[src/rtl/core/fmts_pkg.sv]
package fmts_pkg;

  // Default sizes of the stack.
  localparam int STACK_DEPTH_DEF = 8;
  localparam int ID_WIDTH_DEF    = 16;

  // Fixed field widths of the channels.
  localparam int PORT_ID_W    = 16;
  localparam int KIND_W       = 2;
  localparam int STATUS_W     = 2;
  localparam int PORT_COUNT_W = 4;

  // Action codes.
  localparam logic ACT_REQUEST = 1'b0;
  localparam logic ACT_ABANDON = 1'b1;

  // Status codes.
  localparam logic [STATUS_W-1:0] ST_DONE   = 2'd0;
  localparam logic [STATUS_W-1:0] ST_FULL   = 2'd1;
  localparam logic [STATUS_W-1:0] ST_ABSENT = 2'd2;

  // Commands broadcast from the sequencer to every cell of the row.
  typedef struct packed {
    logic clear;  // drop the match flag before a new search
    logic scan;   // advance the match flag one cell along the row
    logic push;   // shift entries towards the bottom, a new entry enters at the top
    logic pull;   // shift entries towards the top, closing the gap of a removed entry
  } fmts_cmd_t;

endpackage

[src/rtl/core/fmts_cell.sv]
module fmts_cell #(
  parameter int ID_WIDTH = fmts_pkg::ID_WIDTH_DEF
) (
  input  logic                        clk,
  input  logic                        rst,
  input  fmts_pkg::fmts_cmd_t         cmd,
  input  logic                        occupied,
  input  logic [ID_WIDTH-1:0]         key,
  input  logic                        seen_prev,
  input  logic [ID_WIDTH-1:0]         prev_id,
  input  logic [fmts_pkg::KIND_W-1:0] prev_kind,
  input  logic [ID_WIDTH-1:0]         next_id,
  input  logic [fmts_pkg::KIND_W-1:0] next_kind,
  output logic                        seen,
  output logic [ID_WIDTH-1:0]         id,
  output logic [fmts_pkg::KIND_W-1:0] kind
);

  // The match flag ripples one cell per cycle: after the sweep it is set in
  // every cell at or below the matching entry, counting from the top.
  always_ff @(posedge clk) begin
    if (rst) begin
      seen <= 1'b0;
    end else if (cmd.clear) begin
      seen <= 1'b0;
    end else if (cmd.scan) begin
      seen <= seen_prev | (occupied && (id == key));
    end
  end

  always_ff @(posedge clk) begin
    if (cmd.push && !seen_prev) begin
      id   <= prev_id;
      kind <= prev_kind;
    end else if (cmd.pull && seen) begin
      id   <= next_id;
      kind <= next_kind;
    end
  end

endmodule

[src/rtl/core/focus_move_to_top_stack.sv]
// Focus stack with move-to-front behaviour.
//
// The input channel (in_valid / in_ready) carries one beat per operation:
// action selects a focus request or an abandon for focus_id, and focus_kind
// gives the kind asked for. The output channel (out_valid / out_ready)
// returns exactly one beat per operation with the status and the top entry
// and entry count as they stand after the operation.
//
// Entries live in a row of cells with the top of the stack in cell 0. A
// search for the id passes a match flag down the row one cell per cycle in
// S_SCAN; S_APPLY then shifts the row and S_RESULT loads the result register.
// A beat is accepted only while the sequencer is idle, so a new beat is not
// taken until the previous operation has loaded its result register.
//
// The result register sits between the sequencer and the output port, so a
// new operation is accepted while a previous result waits; if the receiver
// still stalls when the new result is ready, the sequencer holds it until the
// register frees. Reset empties the stack; stored entry contents are not
// cleared because only held entries are ever read.
module focus_move_to_top_stack #(
  parameter int STACK_DEPTH = fmts_pkg::STACK_DEPTH_DEF,
  parameter int ID_WIDTH    = fmts_pkg::ID_WIDTH_DEF
) (
  input  logic                              clk,
  input  logic                              rst,
  input  logic                              in_valid,
  output logic                              in_ready,
  input  logic                              action,
  input  logic [fmts_pkg::PORT_ID_W-1:0]    focus_id,
  input  logic [fmts_pkg::KIND_W-1:0]       focus_kind,
  output logic                              out_valid,
  input  logic                              out_ready,
  output logic [fmts_pkg::STATUS_W-1:0]     status,
  output logic                              top_valid,
  output logic [fmts_pkg::PORT_ID_W-1:0]    top_id,
  output logic [fmts_pkg::KIND_W-1:0]       top_kind,
  output logic [fmts_pkg::PORT_COUNT_W-1:0] entry_count
);

  localparam int CNT_W  = $clog2(STACK_DEPTH + 1);
  localparam int SCAN_W = $clog2(STACK_DEPTH);

  // One-hot sequencer states.
  typedef enum logic [3:0] {
    S_IDLE   = 4'b0001,
    S_SCAN   = 4'b0010,
    S_APPLY  = 4'b0100,
    S_RESULT = 4'b1000
  } state_t;

  state_t                        state, state_next;
  logic [SCAN_W-1:0]             scan_cnt;
  logic [CNT_W-1:0]              count;
  logic                          item_action;
  logic [ID_WIDTH-1:0]           item_id;
  logic [fmts_pkg::KIND_W-1:0]   item_kind;
  logic [fmts_pkg::STATUS_W-1:0] res_status;
  fmts_pkg::fmts_cmd_t           cmd;

  logic                          in_fire;
  logic                          out_free;
  logic                          found;
  logic                          full;

  logic                          seen  [STACK_DEPTH];
  logic [ID_WIDTH-1:0]           ids   [STACK_DEPTH];
  logic [fmts_pkg::KIND_W-1:0]   kinds [STACK_DEPTH];

  assign in_ready = (state == S_IDLE);
  assign in_fire  = in_valid && in_ready;
  assign out_free = !out_valid || out_ready;

  // After the sweep the bottom cell's flag tells whether the id is held.
  assign found = seen[STACK_DEPTH-1];
  assign full  = (count == CNT_W'(STACK_DEPTH));

  always_comb begin
    cmd        = '0;
    state_next = state;
    case (state)
      S_IDLE: begin
        if (in_valid) begin
          cmd.clear  = 1'b1;
          state_next = S_SCAN;
        end
      end
      S_SCAN: begin
        cmd.scan = 1'b1;
        if (scan_cnt == SCAN_W'(STACK_DEPTH - 1)) begin
          state_next = S_APPLY;
        end
      end
      S_APPLY: begin
        if (item_action == fmts_pkg::ACT_REQUEST) begin
          cmd.push = !full;
        end else begin
          cmd.pull = found;
        end
        state_next = S_RESULT;
      end
      S_RESULT: begin
        if (out_free) begin
          state_next = S_IDLE;
        end
      end
      default: begin
        state_next = S_IDLE;
      end
    endcase
  end

  always_ff @(posedge clk) begin
    if (rst) begin
      state     <= S_IDLE;
      scan_cnt  <= '0;
      count     <= '0;
      out_valid <= 1'b0;
    end else begin
      state <= state_next;
      if (in_fire) begin
        scan_cnt <= '0;
      end else if (state == S_SCAN) begin
        scan_cnt <= scan_cnt + SCAN_W'(1);
      end
      if (cmd.push && !found) begin
        count <= count + CNT_W'(1);
      end else if (cmd.pull) begin
        count <= count - CNT_W'(1);
      end
      if (state == S_RESULT && out_free) begin
        out_valid <= 1'b1;
      end else if (out_ready) begin
        out_valid <= 1'b0;
      end
    end
  end

  // Operation being worked on, and its status once the row has been shifted.
  always_ff @(posedge clk) begin
    if (in_fire) begin
      item_action <= action;
      item_id     <= ID_WIDTH'(focus_id);
      item_kind   <= focus_kind;
    end
    if (state == S_APPLY) begin
      if (item_action == fmts_pkg::ACT_REQUEST) begin
        res_status <= full ? fmts_pkg::ST_FULL : fmts_pkg::ST_DONE;
      end else begin
        res_status <= found ? fmts_pkg::ST_DONE : fmts_pkg::ST_ABSENT;
      end
    end
  end

  // Result register; the top of the stack is always cell 0.
  always_ff @(posedge clk) begin
    if (state == S_RESULT && out_free) begin
      status      <= res_status;
      top_valid   <= (count != '0);
      top_id      <= (count != '0) ? fmts_pkg::PORT_ID_W'(ids[0]) : '0;
      top_kind    <= (count != '0) ? kinds[0] : '0;
      entry_count <= fmts_pkg::PORT_COUNT_W'(count);
    end
  end

  // Row of cells. Cell 0 takes a new entry from the operation register and
  // sees no match above it; the bottom cell pulls in don't-care data.
  for (genvar i = 0; i < STACK_DEPTH; i++) begin : g_cell
    logic                        seen_prev;
    logic [ID_WIDTH-1:0]         prev_id;
    logic [fmts_pkg::KIND_W-1:0] prev_kind;
    logic [ID_WIDTH-1:0]         next_id;
    logic [fmts_pkg::KIND_W-1:0] next_kind;

    if (i == 0) begin : g_top
      assign seen_prev = 1'b0;
      assign prev_id   = item_id;
      assign prev_kind = item_kind;
    end else begin : g_mid
      assign seen_prev = seen[i-1];
      assign prev_id   = ids[i-1];
      assign prev_kind = kinds[i-1];
    end

    if (i == STACK_DEPTH - 1) begin : g_bottom
      assign next_id   = '0;
      assign next_kind = '0;
    end else begin : g_upper
      assign next_id   = ids[i+1];
      assign next_kind = kinds[i+1];
    end

    fmts_cell #(
      .ID_WIDTH (ID_WIDTH)
    ) u_cell (
      .clk       (clk),
      .rst       (rst),
      .cmd       (cmd),
      .occupied  (count > CNT_W'(i)),
      .key       (item_id),
      .seen_prev (seen_prev),
      .prev_id   (prev_id),
      .prev_kind (prev_kind),
      .next_id   (next_id),
      .next_kind (next_kind),
      .seen      (seen[i]),
      .id        (ids[i]),
      .kind      (kinds[i])
    );
  end

endmodule

[config.mk]
export PLATFORM = sky130hd
export DESIGN_NAME = focus_move_to_top_stack
export DESIGN_NICKNAME = d
export VERILOG_FILES = /design/src/rtl/core/fmts_pkg.sv /design/src/rtl/core/fmts_cell.sv /design/src/rtl/core/focus_move_to_top_stack.sv
export SDC_FILE = /design/constraint.sdc
export NUM_CORES = 1
export LEC_CHECK = 0
export BUFFER_PORTS_ARGS = -buffer_cell sky130_fd_sc_hd__buf_2
export CAP_MARGIN = 20
export CORE_ASPECT_RATIO = 0.6
export CORE_UTILIZATION = 55
export CTS_CLUSTER_SIZE = 16
export DETAILED_ROUTE_END_ITERATION = 12
export PLACE_DENSITY = 0.73
export SYNTH_ARGS = -nofsm -noshare
export SYNTH_HDL_FRONTEND = slang
export SYNTH_SLANG_ARGS = --single-unit
[constraint.sdc]
create_clock -name clk -period 5 [get_ports clk]
set_input_delay 0.5 -clock clk [delete_from_list [all_inputs] [get_ports clk]]
set_output_delay 0.5 -clock clk [all_outputs]
set_load 0.01 [all_outputs]
Word-level counts from Yosys, hierarchy flattened
Cells that the tools add are included.

cells by class
  shift-type cells = 0
  divide/modulo/power cells = 0
  reductions and logical operators = 51
  bitwise logic cells = 7
  multipliers = 0
  equality and inequality tests = 17
  mux-type cells = 49
  $lt $le $gt $ge = 8
  add/sub/neg operators = 3

operator list
  cell                   count
  $mux W16               16
  $eq A16 B16 Y1         8
  $mux W2                19
  $logic_and A1 B1 Y1    26
  $mux W4                5
  $reduce_bool A2 Y1     10
  $gt A4 B3 Y1 const B   4
  $pmux W4 S4            1
  $logic_not A1 Y1       10
  $eq A4 B4 Y1 const B   2
  $gt A4 B1 Y1 const B   2
  $gt A4 B2 Y1 const B   2
  $mux W1                8
  $or A1 B1 Y1           7
  $ne A2 B2 Y1 const B   3
  $add A4 B1 Y4 const B  1
  $eq A4 B1 Y1 const B   1
  $eq A4 B2 Y1 const B   1
  $eq A4 B3 Y1 const B   1
  $reduce_bool A4 Y1     1
  $reduce_or A2 Y1       2
  $sub A4 B1 Y4 const B  1
  $add A3 B1 Y3 const B  1
  $eq A3 B3 Y1 const B   1
  2 further kinds        2

storage, ports and cells
  RAM bits = 0
  input port bits = 23
  logic and storage cells = 172
  memories kept = 0
  output and inout bits = 27
  bits in latches = 0
  ROM bits = 0
  register bits = 210

Longest topological paths before layout
  word-level depth = 7
  mapped depth = 9
  gate-level depth less buffers = 7

Modules after synthesis
Synthesis repeated with hierarchy kept, for this count alone.

second synthesis, totals
  cells, all modules = 691
  area, all modules = 10326.2 sq um

by module, submodules not included
  module                   area each (sq um)  cells an instance  times used
  fmts_cell                1004.7             66                 8
  focus_move_to_top_stack  2288.4             163                1

Worst setup path before layout
Ideal clock, no wire load.

  kind = in2reg
  start = input in_valid
  end = register item_id[0] (netlist: g_cell[0].prev_id[0]), enable pin
  stages = 2
  slack = 1.914 ns
  path buffers = 0
  setup time = 0.453 ns
  arrival = 2.632 ns
  cells stage by stage = inv_1 -> nor4_1

between the ends
  longest elaborated chain between the ends = 1

RTL lines
  item                  line                            source
  start, declared       focus_move_to_top_stack.sv:26   input logic in_valid,
  $logic_and A1 B1 Y1   focus_move_to_top_stack.sv:70   assign in_fire = in_valid && in_ready;
  via in_fire           focus_move_to_top_stack.sv:60   logic in_fire;
  end signal, assigned  focus_move_to_top_stack.sv:142  item_id <= ID_WIDTH'(focus_id);
  end, declared         focus_move_to_top_stack.sv:55   logic [ID_WIDTH-1:0] item_id;

The timed path passes the listed nets, and every way through them passes these cells.
A chain may end at the register's enable or synchronous reset.

Worst setup path in the final report
  start = register count[0]
  end = register g_cell[2].u_cell.id[10], enable pin

between the ends
  longest elaborated chain between the ends = 6

RTL lines
  item                          line                            source
  start, declared               focus_move_to_top_stack.sv:53   logic [CNT_W-1:0] count;
  start signal, assigned        focus_move_to_top_stack.sv:126  count <= count + CNT_W'(1);
  start signal, assigned        focus_move_to_top_stack.sv:128  count <= count - CNT_W'(1);
  $eq A4 B4 Y1                  focus_move_to_top_stack.sv:75   assign full = (count == CNT_W'(STACK_DEPTH));
  $logic_not A1 Y1              focus_move_to_top_stack.sv:95   cmd.push = !full;
  $mux W1                       focus_move_to_top_stack.sv:94   if (item_action == fmts_pkg::ACT_REQUEST) begin
  $mux W2                       focus_move_to_top_stack.sv:80   case (state)
  $logic_and A1 B1 Y1           fmts_cell.sv:32                 if (cmd.push && !seen_prev) begin
  $reduce_bool A2 Y1 (no line)  -
  end signal, assigned          fmts_cell.sv:33                 id <= prev_id;
  end signal, assigned          fmts_cell.sv:36                 id <= next_id;
  end, declared                 fmts_cell.sv:15                 output logic [ID_WIDTH-1:0] id,

No other way between the ends.

==> impl_metrics.py <==
metrics = {
    "critical_path": {
        "cp.arrival_ns": 3.52,
        "cp_num_buf_inv": 1,
        "crit_required_ns": 5.12,
        "end_kind": "flop",
        "reg2reg_depth": 7,
        "crit_path_top_delay_cell": "or2_2",
        "crit_path_max_fanout": 28,
        "rrSetupSlack_ns": 1.60,
        "worst_setup_path_start_kind": "flop",
        "path_class": "reg2reg",
        "cp_cell_sequence": "inv_1 > ha_1 > nand3b_1 > nand2_2 > or2_2 > nor2_8 > a21o_1",
        "regToRegStartpoint": "count[0]$_SDFFE_PP0P_",
        "cp_top_family": "simple AND/OR/NAND/NOR gates",
        "r2r_end": "g_cell[2].u_cell.id[10]$_DFFE_PP_",
        "max_stage_delay_ns": 0.68,
    },
    "power_and_ir_drop": {
        "vdd_drop_max_mv": 0.2509,
        "power_w": 0.003783,
        "p_leak_nw": 3.988,
        "power_density_nw_per_um2": 331.1,
    },
    "sta": {
        "drv_slew": 0,
        "tns_ns": 0,
        "finClkSkew_ns": 0.01050,
        "relSlewSlack": 0.2708,
        "clock.fmax_mhz": 294.3,
        "rsz0062_at_grt": "false",
        "worst_pin_slew_ns": 1.094,
        "hold_violations": 0,
        "finalHoldWorstSlack_ns": 0.1764,
        "setup_violations": 0,
        "fin_crit_sh": 0.6796,
        "fin_crit_ns": 3.398,
    },
    "yosys": {
        "synth_area_leaders": "edfxtp_1, mux2_4, mux2_2",
        "yosysSeqAreaShare": 0.5839,
        "ys_async_sr_fraction": 0,
        "synth_top_area_cell": "edfxtp_1",
        "synth_top_area_frac": 0.5456,
        "ys_seq_elements": 210,
        "synth_cell_type_count": 53,
        "synthFlopType": "edfxtp_1",
        "syn_nets": 767,
        "synth_edf_count": 190,
        "synth_area_um2": 10460,
        "syn_area_per_cell_um2": 14.17,
        "synthesis.instances": 738,
        "yosysWarnings": 0,
    },
    "job": {
        "max-cap-violations": 0,
    },
    "cts": {
        "cts_tree": "built",
        "cts-buffers-inserted": 20,
        "clock_latency_ns": 0.50,
        "cts.clk_slew.worst_paths_ns": 0.06,
        "post_cts_buffers": 0,
        "cts_resized": 0,
        "cts.sinks": 210,
        "hold_buffers": 0,
        "clk_path_buf_depth": 3,
        "cts-root-buf": "clkbuf_16",
        "htreeDepth": 1,
    },
    "final_layout": {
        "drive_above_1_share": 0.2538,
        "mostFrequentLayoutCells": "edfxtp_1, xor2_1, nand2_1, xnor2_1",
        "instances_no_fill": 1032,
        "area_growth_pct": 9.272,
        "nNetsFinal": 807,
        "diodes": 0,
        "final_common_cell": "edfxtp_1",
    },
    "floorplanning": {
        "die_y_um": 108.8,
        "io_pins": 50,
        "core_area_um2": 18350,
        "die_x_um": 180.0,
        "fp-row-count": 38,
        "start_util": 0.5698,
        "die_area_um2": 19590,
    },
    "grt": {
        "grt_max_degree": 29,
        "grt_pass1_vias": 6075,
        "grt_first_pass_wirelength_mm": 40.23,
        "grtUsageTotal": 0.2860,
        "antenna_found_initial": 0,
        "overflow": 0,
    },
    "min_path": {
        "whs_endpoint": "g_cell[0].prev_id[0]$_DFFE_PP_",
        "worstHoldStart": "focus_id[0]",
        "min_path_cells": 1,
        "hold_path.class": "in2reg",
    },
    "placement": {
        "portBuffers": 49,
        "dpl.hpwl_mm": 19.95,
        "place_inst": 994,
        "gp_congestion": 0.9139,
    },
    "detailed_routing": {
        "routed_wl_mm": 27.31,
        "drc": 0,
        "first_pass_iters": 5,
        "avgViaCountPerCell": 6.228,
        "post_drt_wl_per_cell_um": 26.46,
        "vias": 6427,
        "detail_route.iter0.violations": 782,
        "ant_nets": 0,
    },
    "status": {
        "outcome": "complete, no violations",
    },
}
==> stage by stage <==
stage | utilization | area, µm² | setup WS [ns]
after floorplan | - | 10460 | 1.914
after global placement | 0.5879 | 10790 | 1.774
after detailed placement | 0.5879 | 10790 | 1.685
after CTS | 0.6220 | 11410 | 1.647
after global routing | 0.6226 | 11430 | 1.412
final | 0.6226 | 11430 | 1.602
==> per-layer routing <==
| metal | share of wire | up-vias | wire length (µm) | GRT usage |
|---|---|---|---|---|
| li1 | - | 2765 | - | - |
| met4 | 0.010 | 0 | 280 | 0.03785 |
| met1 | 0.46 | 3249 | 12530 | 0.4369 |
| met2 | 0.39 | 384 | 10710 | 0.3905 |
| met3 | 0.14 | 29 | 3784 | 0.1072 |
| met5 | 0 | - | 0 | 0 |
==> cell usage after synthesis (4+ instances only) <==
cell / count
mux2_2: 54
nor2_8: 6
edfxtp_1: 190
nor4_1: 20
nand2b_1: 4
clkbuf_1: 28
buf_12: 6
inv_1: 4
and2_1: 38
o21ai_0: 9
nor2_1: 17
ha_1: 6
xnor2_1: 62
xor2_1: 69
mux2_4: 54
dfxtp_1: 20
nand4_1: 11
nand2_1: 64
a21oi_1: 7
a21o_1: 6
nand3_1: 7
nor3_1: 13
==> state kept, by name, summed over array words and instances, names as in the netlist, 3 cells and up <==
| signal | cells |
|---|---|
| state | 4 |
| entry_count | 4 |
| top_id | 16 |
| g_cell.u_cell.id | 128 |
| g_cell.u_cell.seen | 8 |
| g_cell.prev_id | 16 |
| g_cell.u_cell.kind | 16 |
| scan_cnt | 3 |
| count | 4 |
==> worst max-delay path by stage <==
stage                     startpoint                            endpoint  slack [ns]  cells after the start
3_5_place_dp   state[2]$_SDFFE_PP0P_  g_cell[6].u_cell.kind[1]$_DFFE_PP_        1.69                      5
2_1_floorplan               in_valid      g_cell[0].prev_id[0]$_DFFE_PP_        1.91                      2
3_3_place_gp   count[0]$_SDFFE_PP0P_    g_cell[6].u_cell.id[3]$_DFFE_PP_        1.77                      7
6_report       count[0]$_SDFFE_PP0P_   g_cell[2].u_cell.id[10]$_DFFE_PP_        1.60                      7
5_1_grt        count[1]$_SDFFE_PP0P_    g_cell[2].u_cell.id[6]$_DFFE_PP_        1.41                      7
4_1_cts        count[1]$_SDFFE_PP0P_    g_cell[6].u_cell.id[6]$_DFFE_PP_        1.65                      7
==> kinds of logic (layout without fill, tap and decap cells) <==
kind of cell | after synthesis | after routing | share of synthesized area
flops | 210 | 210 | 0.5839
simple gates | 201 | 201 | 0.1104
xor+xnor | 131 | 131 | 0.1097
mux | 110 | 110 | 0.1376
compound gates | 41 | 41 | 0.02716
buf+inv | 39 | 93 | 0.02405
fa+ha+maj | 6 | 6 | 0.007179
==> power breakdown <==
group | switching (W) | internal [W]
registers | 0.000124 | 0.00194
logic | 0.000125 | 0.000113
clock network | 0.000643 | 0.000839
total | 0.000893 | 0.00289
==> final cells by class <==
type | instances | area [µm²]
clock buffers | 29 | 565.5
clock inverters | 7 | 58.81
fillers | 1399 | 6925
well taps | 240 | 300.3
inverters | 4 | 15.01
repair buffers | 53 | 272.8
multi-input cells | 489 | 4109
flip-flops and latches | 210 | 6106
(Power assumes the default switching activity.)
